--- config.mk ---
export PLATFORM = sky130hd
export DESIGN_NAME = ttw_ctrl
export DESIGN_NICKNAME = d
export VERILOG_FILES = /design/src/rtl/core/ttw_pkg.sv /design/src/rtl/core/ttw_ctrl.sv
export SDC_FILE = /design/constraint.sdc
export NUM_CORES = 1
export LEC_CHECK = 0
export ABC_AREA = 1
export BUFFER_PORTS_ARGS = -buffer_cell sky130_fd_sc_hd__buf_2
export CORE_AREA = 10 10 47 49
export DETAILED_ROUTE_END_ITERATION = 16
export DIE_AREA = 0 0 57 59
export HOLD_SLACK_MARGIN = 0.05
export PLACE_DENSITY_LB_ADDON = 0.25
export SETUP_SLACK_MARGIN = 0.4
export SYNTH_ARGS = -nofsm -noshare
export SYNTH_HDL_FRONTEND = slang
export SYNTH_SLANG_ARGS = --single-unit
--- constraint.sdc ---
create_clock -name clk -period 1.3 [get_ports clk]
set_input_delay 0.325 -clock clk [delete_from_list [all_inputs] [get_ports clk]]
set_output_delay 0.325 -clock clk [all_outputs]
set_load 0.03 [all_outputs]
--- src/rtl/core/ttw_pkg.sv ---
package ttw_pkg;

  localparam logic [1:0] FUNC_PUT   = 2'd0;
  localparam logic [1:0] FUNC_CLEAR = 2'd1;
  localparam logic [1:0] FUNC_READ  = 2'd2;

  localparam logic [7:0] NEWLINE_CODE = 8'h0A;

  typedef struct packed {
    logic capture;
    logic zero_step;
    logic write_char;
    logic load_cell;
    logic clear_all;
    logic load_out;
  } ttw_cmd_t;

  typedef struct packed {
    logic [1:0] func;
    logic       row_valid;
    logic       read_ok;
    logic       sweep_last;
  } ttw_status_t;

endpackage

--- src/rtl/core/ttw_ctrl.sv ---
module ttw_ctrl import ttw_pkg::*; (
  input  logic        clk,
  input  logic        rst,
  input  logic        in_valid,
  output logic        in_ready,
  output logic        out_valid,
  input  logic        out_ready,
  input  ttw_status_t status,
  output ttw_cmd_t    cmd
);

  localparam logic [2:0] ST_IDLE     = 3'd0;
  localparam logic [2:0] ST_DISPATCH = 3'd1;
  localparam logic [2:0] ST_ZERO     = 3'd2;
  localparam logic [2:0] ST_WRITE    = 3'd3;
  localparam logic [2:0] ST_RD_WAIT  = 3'd4;
  localparam logic [2:0] ST_DONE     = 3'd5;

  logic [2:0] state;
  logic [2:0] state_next;
  logic       out_free;

  assign in_ready = (state == ST_IDLE);
  assign out_free = !out_valid || out_ready;

  always_comb begin
    state_next = state;
    cmd        = '0;
    case (state)
      ST_IDLE: begin
        if (in_valid) begin
          cmd.capture = 1'b1;
          state_next  = ST_DISPATCH;
        end
      end
      ST_DISPATCH: begin
        case (status.func)
          FUNC_PUT: begin
            state_next = status.row_valid ? ST_WRITE : ST_ZERO;
          end
          FUNC_CLEAR: begin
            cmd.clear_all = 1'b1;
            state_next    = ST_DONE;
          end
          FUNC_READ: begin
            state_next = status.read_ok ? ST_RD_WAIT : ST_DONE;
          end
          default: begin
            state_next = ST_DONE;
          end
        endcase
      end
      ST_ZERO: begin
        cmd.zero_step = 1'b1;
        if (status.sweep_last) begin
          state_next = ST_WRITE;
        end
      end
      ST_WRITE: begin
        cmd.write_char = 1'b1;
        state_next     = ST_DONE;
      end
      ST_RD_WAIT: begin
        cmd.load_cell = 1'b1;
        state_next    = ST_DONE;
      end
      ST_DONE: begin
        if (out_free) begin
          cmd.load_out = 1'b1;
          state_next   = ST_IDLE;
        end
      end
      default: begin
        state_next = ST_IDLE;
      end
    endcase
  end

  always_ff @(posedge clk) begin
    if (rst) begin
      state     <= ST_IDLE;
      out_valid <= 1'b0;
    end else begin
      state <= state_next;
      if (cmd.load_out) begin
        out_valid <= 1'b1;
      end else if (out_ready) begin
        out_valid <= 1'b0;
      end
    end
  end

endmodule

==> flow_summary_export.csv, run 1 <==
group,metric,value,unit
status,status,"finished with violations",
status,violations,"negative setup slack",
routing,drt_wl_total,1.00,mm
global_route,grt_pass1_vias,385,
sta,period_share,1.13,
placed_design,io_buffers,16,
sta,timing.final.hold_violations,0,
synth,syn_area_per_cell,6.26,µm²
sta,holdWs,299,ps
synth,syn_nets,59,
sta,fin_crit,1470,ps
floorplanning,core.rowCount,14,
floorplanning,placeableCoreArea,1400,µm²
sta,finClkSkew,3.55,ps
global_route,grt_use_total,0.0582,
setup_path,r2r-start,"state[0]",
hold_path,hold_depth,2,
placed_design,place_congestion,0.754,
clocking,cts.hold.buffers_added,0,
floorplanning,die_w,57,µm
setup_path,reg2reg_to,"state[0]",
setup_path,end_kind,"output port",
sta,tightestPinTransition,189,ps
global_route,grt_antenna_before_repair,0,
sta,finalMaxSlewViolations,0,
synth,synth-seq-cells,4,
floorplanning,initial_core_util,0.223,
sta,fmax,0.682,GHz
cells_and_area,ff_latch_area,92.6,µm²
hold_path,holdCritStartpoint,"rst",
cells_and_area,layout_common_cells,"buf_6, buf_2, inv_1",
cells_and_area,drive_above_1_share,0.705,
setup_path,worstPathArrival,1140,ps
global_route,grt_start_max_net_pins,6,
sta,rsz0062_at_grt,"true",
sta,setup_viol,7,
floorplanning,die_h,59,µm
floorplanning,die-area,3360,µm²
clocking,htree_levels,1,
cells_and_area,antennaDiodeCount,0,
setup_path,reg2regPathDepth,9,
setup_path,cpMaxStageDelayCell,"dfxtp_4",
placed_design,place_hpwl,748,µm
pwr,power_density,993,nW/µm²
routing,initialDrtViolationCount,2,
setup_path,cp_max_fo,4,
cells_and_area,final_common_cell,"buf_6",
floorplanning,io_pins,17,
routing,drc_errors,0,
cells_and_area,fillers,133,
setup_path,reg2reg_slack,90,ps
setup_path,max_stage_delay,370,ps
setup_path,crit_required,980,ps
clocking,cts_buffers,3,
synth,ys_warn_count,0,
sta,slew_headroom,0.873,
routing,via_per_inst,4.19,
cells_and_area,nets,88,
hold_path,min_path_type,"primary input to register",
pwr,power_leakage,0.313,nW
setup_path,crit_chain,"inv_4 -> nor2_4 -> nand2_2 -> nor3_4 -> buf_6",
flow_run,cap_violations,0,
setup_path,critPathLaunchType,"register",
pwr,ir_drop,0.558,mV
routing,wl_per_cell,10.7,µm
setup_path,path_class,"register to output port",
hold_path,hold_path_end,"out_valid",
clocking,cts_sinks,4,
routing,vias,394,
sta,finalWorstSetupSlack,-167,ps
synth,synth-seq-area-share,0.256,
cells_and_area,multi_input_area,265,µm²
routing,first_pass_iters,2,
global_route,grt_pass1_wl,1.62,mm
clocking,clk_pin_slew,40,ps
routing,postRouteAntennaNets,0,
cells_and_area,area_growth,117,%
clocking,root_buffer,"clkbuf_4",
global_route,grt-ovfl-total,0,
synth,ys_types,16,
clocking,cts_buffer_depth,2,
cells_and_area,postLayoutCoreUtil,0.485,
synth,syn_area,313,µm²
clocking,insertion_delay,230,ps
clocking,cts_tree,"yes",
synth,netlist_instances,50,
## sequential cells by signal (all words and copies together) (netlist names)
register,count
out_valid,1
state,3
## Yosys cell counts (all sizes together)
library cell  count  area [µm²]
o21ai             1        5.00
nor2             13        58.8
a21oi             2        10.0
buf               1        11.3
a31oi             1        6.26
nand2             6        25.0
dfxtp             4        80.1
inv              12        45.0
nor3              5        36.3
nand3             5        35.0
## kinds of logic after synthesis
| family | count (synthesis) | share of synthesized area |
|---|---|---|
| buffers and inverters | 13 | 0.180 |
| AOI/OAI and AO/OA | 4 | 0.0680 |
| DFF | 4 | 0.256 |
| and+or+nand+nor | 29 | 0.496 |
## worst max path at each step
| stage | slack, ps | start | depth (start not counted) | endpoint |
|---|---|---|---|---|
| after floorplan | 90 | state[0] | 4 | cmd[1] |
| after global placement | 20 | state[0] | 5 | cmd[0] |
| after detailed placement | 8 | state[0] | 5 | cmd[0] |
| final | -170 | state[0] | 5 | cmd[1] |
| after CTS | -190 | state[0] | 4 | cmd[5] |
| after global routing | -240 | state[0] | 5 | cmd[1] |
## area by class of cell
type,instances,area share
clock buffer,4,0.0387
inverter,12,0.0737
sequential,4,0.136
tap,16,0.0295
timing repair buffer,25,0.331
multi-input combinational,33,0.390
## repair_timing
action,CTS,global route
gates resized for setup,24,9
endpoints found under the setup margin,12,12
pin swaps,7,13
setup buffers,4,3
## metrics by stage
stage | worst slack [ps] | std cells | instance area, µm² | setup TNS [ps] | power [mW]
5_1_grt | -240 | 94 | 679 | -1100 | 0.715
6_report | -167 | 94 | 679 | -725 | 0.674
4_1_cts | -185 | 91 | 608 | -911 | 0.632
3_5_place_dp | 7.81 | 83 | 475 | 0 | 0.383
2_1_floorplan | 87.1 | 50 | 372 | 0 | 0.326
3_3_place_gp | 18.3 | 83 | 475 | 0 | 0.383
## where the power goes
part / leakage (nW) / internal, mW / switching (mW)
registers: 0.0353 / 0.137 / 0.0232
logic: 0.263 / 0.167 / 0.183
clock network: 0.0150 / 0.115 / 0.0486
## layer usage
layer / up-vias / global-route usage / part of all wire
li1: 212 / - / -
met1: 173 / 0.0673 / 0.43
met2: 9 / 0.0868 / 0.51
met3: 0 / 0.0279 / 0.060
met4: 0 / 0.0302 / 0
met5: - / 0 / 0
## worst max-delay path, delay by kind of cell, from the launching register on
kind                   cells  cell delay [ps]
and+or+nand+nor            3              340
buffers and inverters      2              200
DFF                        1              370
Power figures use the tool's default switching activity.
==> run 2, diff against run 1 <==
==> constraint.sdc (replaced) <==
create_clock -name clk -period 1.6 [get_ports clk]
set_input_delay 0.4 -clock clk [delete_from_list [all_inputs] [get_ports clk]]
set_output_delay 0.4 -clock clk [all_outputs]
set_load 0.03 [all_outputs]
==> run 2 against run 1 <==
Net effect: non-clock buffer count grew 2; clock-buffer cell count shrank 1; routed wire length grew 4.9%; die area is the same; largest cell class unchanged; the flow now finishes without violations.
==> flow_summary_export.csv, run 2 (synthesis gave the netlist of run 1 again) <==
group,metric,value,unit
sta,holdWs,381,ps
sta,slew_headroom,0.791,
clocking,htree_levels,1,
clocking,cts_buffers,3,
floorplanning,placeableCoreArea,1400,µm²
placed_design,place_hpwl,804,µm
floorplanning,initial_core_util,0.223,
cells_and_area,largest_registers,"state: 3 flops, out_valid: 1 flops",
clocking,clk_pin_slew,40,ps
setup_path,path_class,"register to output port",
flow_run,cap_violations,0,
sta,finalMaxSlewViolations,0,
global_route,grt-ovfl-total,0,
placed_design,dp_cells,82,
clocking,insertion_delay,230,ps
routing,vias,403,
setup_path,end_kind,"output port",
cells_and_area,regMostFlops,"state",
cells_and_area,largest_reg_flops,3,
cells_and_area,fin_cells,95,
floorplanning,core.rowCount,14,
sta,fin_crit,1520,ps
sta,tightestPinTransition,311,ps
pwr,power_density,815,nW/µm²
routing,postRouteAntennaNets,0,
cells_and_area,drive_above_1_share,0.671,
cells_and_area,nets,90,
routing,via_per_inst,4.24,
floorplanning,die-area,3360,µm²
clocking,root_buffer,"clkbuf_4",
placed_design,place_congestion,0.893,
global_route,grt_use_total,0.0675,
global_route,grt_start_max_net_pins,7,
sta,fmax,0.657,GHz
sta,timing.final.hold_violations,0,
sta,period_share,0.951,
sta,tns,0,ps
setup_path,critPathLaunchType,"register",
cells_and_area,final_design_area_no_fill,648,µm²
routing,first_pass_iters,4,
routing,drc_errors,0,
setup_path,max_stage_delay,370,ps
global_route,grt_pass1_vias,420,
setup_path,cp_max_fo,4,
floorplanning,io_pins,17,
cells_and_area,layout_common_cells,"buf_4, buf_2, inv_1",
floorplanning,die_w,57,µm
setup_path,crit_chain,"inv_4 -> nor2_4 -> nand2_2 -> nor3_4 -> buf_6",
sta,finClkSkew,0.809,ps
clocking,cts_sinks,4,
cells_and_area,postLayoutCoreUtil,0.463,
placed_design,post_dp_cell_area,460,µm²
hold_path,min_path_type,"primary input to register",
setup_path,crit_required,1200,ps
setup_path,cpMaxStageDelayCell,"dfxtp_4",
routing,drt_wl_total,1.05,mm
status,status,"finished clean",
clocking,cts_tree,"yes",
clocking,cts.hold.buffers_added,0,
cells_and_area,area_growth,107,%
global_route,grt_pass1_wl,1.77,mm
cells_and_area,final_common_cell,"buf_4",
setup_path,worstPathArrival,1120,ps
sta,rsz0062_at_grt,"true",
sta,setup_viol,0,
global_route,grt_antenna_before_repair,0,
routing,wl_per_cell,11.1,µm
clocking,cts_buffer_depth,2,
floorplanning,die_h,59,µm
pwr,power_leakage,0.316,nW
cells_and_area,antennaDiodeCount,0,
placed_design,io_buffers,16,
pwr,ir_drop,0.488,mV
routing,initialDrtViolationCount,4,
[run 2: layout make-up]
class	instances	area [µm²]
multi-input combinational	33	254
clock buffer	3	22.5
fill	148	753
tap	16	20.0
sequential	4	92.6
timing repair buffer	27	206
inverter	12	52.6
[run 2: timing repair]
item | 4_1_cts | 5_1_grt
setup buffers | 9 | 1
pin swaps | 3 | 3
endpoints found under the setup margin | 7 | 9
gates resized for setup | 24 | 3
[run 2: worst paths after layout]
kind	start	end	slack, ps	depth (start not counted)
min	rst	state[2]	380	2
min reg2reg	state[2]	state[2]	570	2
max	state[0]	cmd[1]	80	5
max reg2reg	state[0]	state[0]	100	12
[run 2: critical path: cells and delay by family (launching register included)]
family | cells | cell delay [ps]
buf+inv | 2 | 200
flops | 1 | 370
simple gates | 3 | 330
[run 2: through the flow]
stage / total power, mW / setup WS, ps
after floorplan: 0.265 / 312
after global placement: 0.307 / 235
after detailed placement: 0.308 / 228
after CTS: 0.521 / 49.8
after global routing: 0.573 / 4.24
final: 0.528 / 77.9
[run 2: report_power, final]
group          leakage (nW)  switching, mW  internal, mW
registers            0.0353         0.0219         0.112
clock network        0.0138         0.0364        0.0836
logic                 0.267          0.145         0.129
[run 2: metal layers]
metal	wire (µm)	GRT usage
met4	16	0.0604
met1	393	0.0608
met5	0	0
met2	601	0.122
met3	43	0.0172
==> run 3, diff against run 2 <==
--- a/config.mk
+++ b/config.mk
@@ -7,11 +7,14 @@
 export LEC_CHECK = 0
 export ABC_AREA = 1
 export BUFFER_PORTS_ARGS = -buffer_cell sky130_fd_sc_hd__buf_2
-export CORE_AREA = 10 10 47 49
+export CELL_PAD_IN_SITES_DETAIL_PLACEMENT = 0
+export CELL_PAD_IN_SITES_GLOBAL_PLACEMENT = 2
+export CORE_MARGIN = 10
+export CORE_UTILIZATION = 19
+export CTS_BUF_LIST = sky130_fd_sc_hd__clkbuf_16
 export DETAILED_ROUTE_END_ITERATION = 16
-export DIE_AREA = 0 0 57 59
 export HOLD_SLACK_MARGIN = 0.05
-export PLACE_DENSITY_LB_ADDON = 0.25
+export PLACE_DENSITY_LB_ADDON = 0.1
 export SETUP_SLACK_MARGIN = 0.4
 export SYNTH_ARGS = -nofsm -noshare
 export SYNTH_HDL_FRONTEND = slang
==> run 3 against run 2 <==
Net effect: via count is 9.9% lower; combinational power decreased by 18%; design area shrank 4.1%; die area rose by 9.1%; register-to-register slack better by 400 ps.
==> flow_summary_export.csv, run 3 (synthesis gave the netlist of run 1 again) <==
group,metric,value,unit
sta,tightestPinTransition,216,ps
clocking,clk_pin_slew,30,ps
floorplanning,die_h,60.6,µm
clocking,cts.hold.buffers_added,0,
floorplanning,initial_core_util,0.205,
global_route,grt-ovfl-total,0,
routing,drc_errors,0,
cells_and_area,largest_registers,"state: 3 flops, out_valid: 1 flops",
setup_path,crit_chain,"nor2_2 -> inv_2 -> nor3_4 -> buf_6",
sta,finalMaxSlewViolations,0,
hold_path,min_path_type,"primary input to register",
routing,vias,363,
clocking,cts_buffer_depth,2,
cells_and_area,regMostFlops,"state",
routing,wl_per_cell,11.0,µm
setup_path,max_stage_delay,350,ps
routing,drt_wl_total,971,µm
floorplanning,placeableCoreArea,1520,µm²
sta,slew_headroom,0.856,
global_route,grt_pass1_wl,1.53,mm
cells_and_area,layout_common_cells,"buf_2, inv_1, nor2_1",
placed_design,io_buffers,16,
setup_path,cp_max_fo,4,
pwr,ir_drop,0.746,mV
sta,rsz0062_at_grt,"true",
cells_and_area,postLayoutCoreUtil,0.408,
clocking,cts_buffers,3,
floorplanning,io_pins,17,
global_route,grt_start_max_net_pins,9,
cells_and_area,final_common_cell,"buf_2",
placed_design,place_hpwl,842,µm
cells_and_area,antennaDiodeCount,0,
status,status,"finished clean",
floorplanning,die_w,60.6,µm
sta,fin_crit,1520,ps
routing,postRouteAntennaNets,0,
cells_and_area,drive_above_1_share,0.625,
sta,fmax,0.658,GHz
pwr,power_density,1190,nW/µm²
setup_path,critPathLaunchType,"register",
cells_and_area,nets,83,
routing,first_pass_iters,4,
clocking,insertion_delay,220,ps
sta,period_share,0.949,
global_route,grt_pass1_vias,384,
setup_path,end_kind,"output port",
sta,tns,0,ps
global_route,grt_use_total,0.0560,
placed_design,place_congestion,0.654,
sta,holdWs,377,ps
clocking,cts_sinks,4,
pwr,power_leakage,0.308,nW
setup_path,path_class,"register to output port",
sta,timing.final.hold_violations,0,
floorplanning,die-area,3670,µm²
cells_and_area,area_growth,98.8,%
cells_and_area,final_design_area_no_fill,622,µm²
global_route,grt_antenna_before_repair,0,
clocking,htree_levels,1,
setup_path,crit_required,1200,ps
clocking,cts_tree,"yes",
routing,initialDrtViolationCount,8,
sta,finClkSkew,0.952,ps
floorplanning,core.rowCount,14,
routing,via_per_inst,4.13,
setup_path,worstPathArrival,1120,ps
setup_path,critical_path.top_delay_family,"flip-flops",
cells_and_area,largest_reg_flops,3,
cells_and_area,fillers,163,
setup_path,cpMaxStageDelayCell,"dfxtp_4",
setup_path,worst-path-buf-inv,2,
clocking,root_buffer,"clkbuf_16",
sta,setup_viol,0,
placed_design,post_dp_cell_area,460,µm²
flow_run,cap_violations,0,
-- run 3: path summary, 6_finish.rpt --
check	start	to	slack (ps)	cells after the start
worst max-delay path	state[0]	cmd[5]	80	4
worst min-delay path	rst	state[2]	380	2
worst max register to register	state[0]	state[0]	500	8
worst min register to register	out_valid	out_valid	570	4
-- run 3: timing repair --
item / 4_1_cts / 5_1_grt
gates cloned: 0 / 0
pin swaps: 2 / 1
setup buffers: 2 / 1
setup endpoints to repair: 8 / 7
resized for setup: 16 / 2
-- run 3: cell type report --
class / count / area, µm² / share of cell area
multi-input cells: 33 / 226 / 0.364
clock buffers: 3 / 75.1 / 0.121
flip-flops and latches: 4 / 90.1 / 0.145
inverters: 12 / 47.5 / 0.0765
repair buffers: 20 / 163 / 0.262
well taps: 16 / 20.0 / 0.0322
-- run 3: metal layers --
metal | routed length, µm | global-route usage | vias to the layer above
met5 | 0 | 0 | -
met4 | 0 | 0.0188 | 0
met3 | 88 | 0.0334 | 0
met2 | 499 | 0.0917 | 14
met1 | 383 | 0.0585 | 152
li1 | - | - | 197
-- run 3: worst register-to-register path, stage by stage (launching register included) --
cell     delay [ps]
dfxtp_4         360
inv_4            50
nor2_4          110
buf_4           130
nand3_2          90
nand3_2          80
nor2_1           40
nor2_1           80
nor2_1           40
-- run 3: through the flow --
| stage | total power [mW] | setup slack, ps | instances |
|---|---|---|---|
| 6_report | 0.739 | 80.9 | 88 |
| 5_1_grt | 0.777 | 33.4 | 88 |
| 4_1_cts | 0.746 | 46.2 | 87 |
| 3_5_place_dp | 0.308 | 197 | 82 |
| 3_3_place_gp | 0.309 | 183 | 82 |
| 2_1_floorplan | 0.265 | 312 | 50 |
-- run 3: power by group --
| group | switching (mW) | leakage, nW | internal [mW] | total [mW] |
|---|---|---|---|---|
| Clock | 0.0627 | 0.0370 | 0.319 | 0.381 |
| Combinational | 0.125 | 0.236 | 0.101 | 0.226 |
| Sequential | 0.0186 | 0.0350 | 0.113 | 0.131 |
| Total | 0.206 | 0.308 | 0.533 | 0.739 |
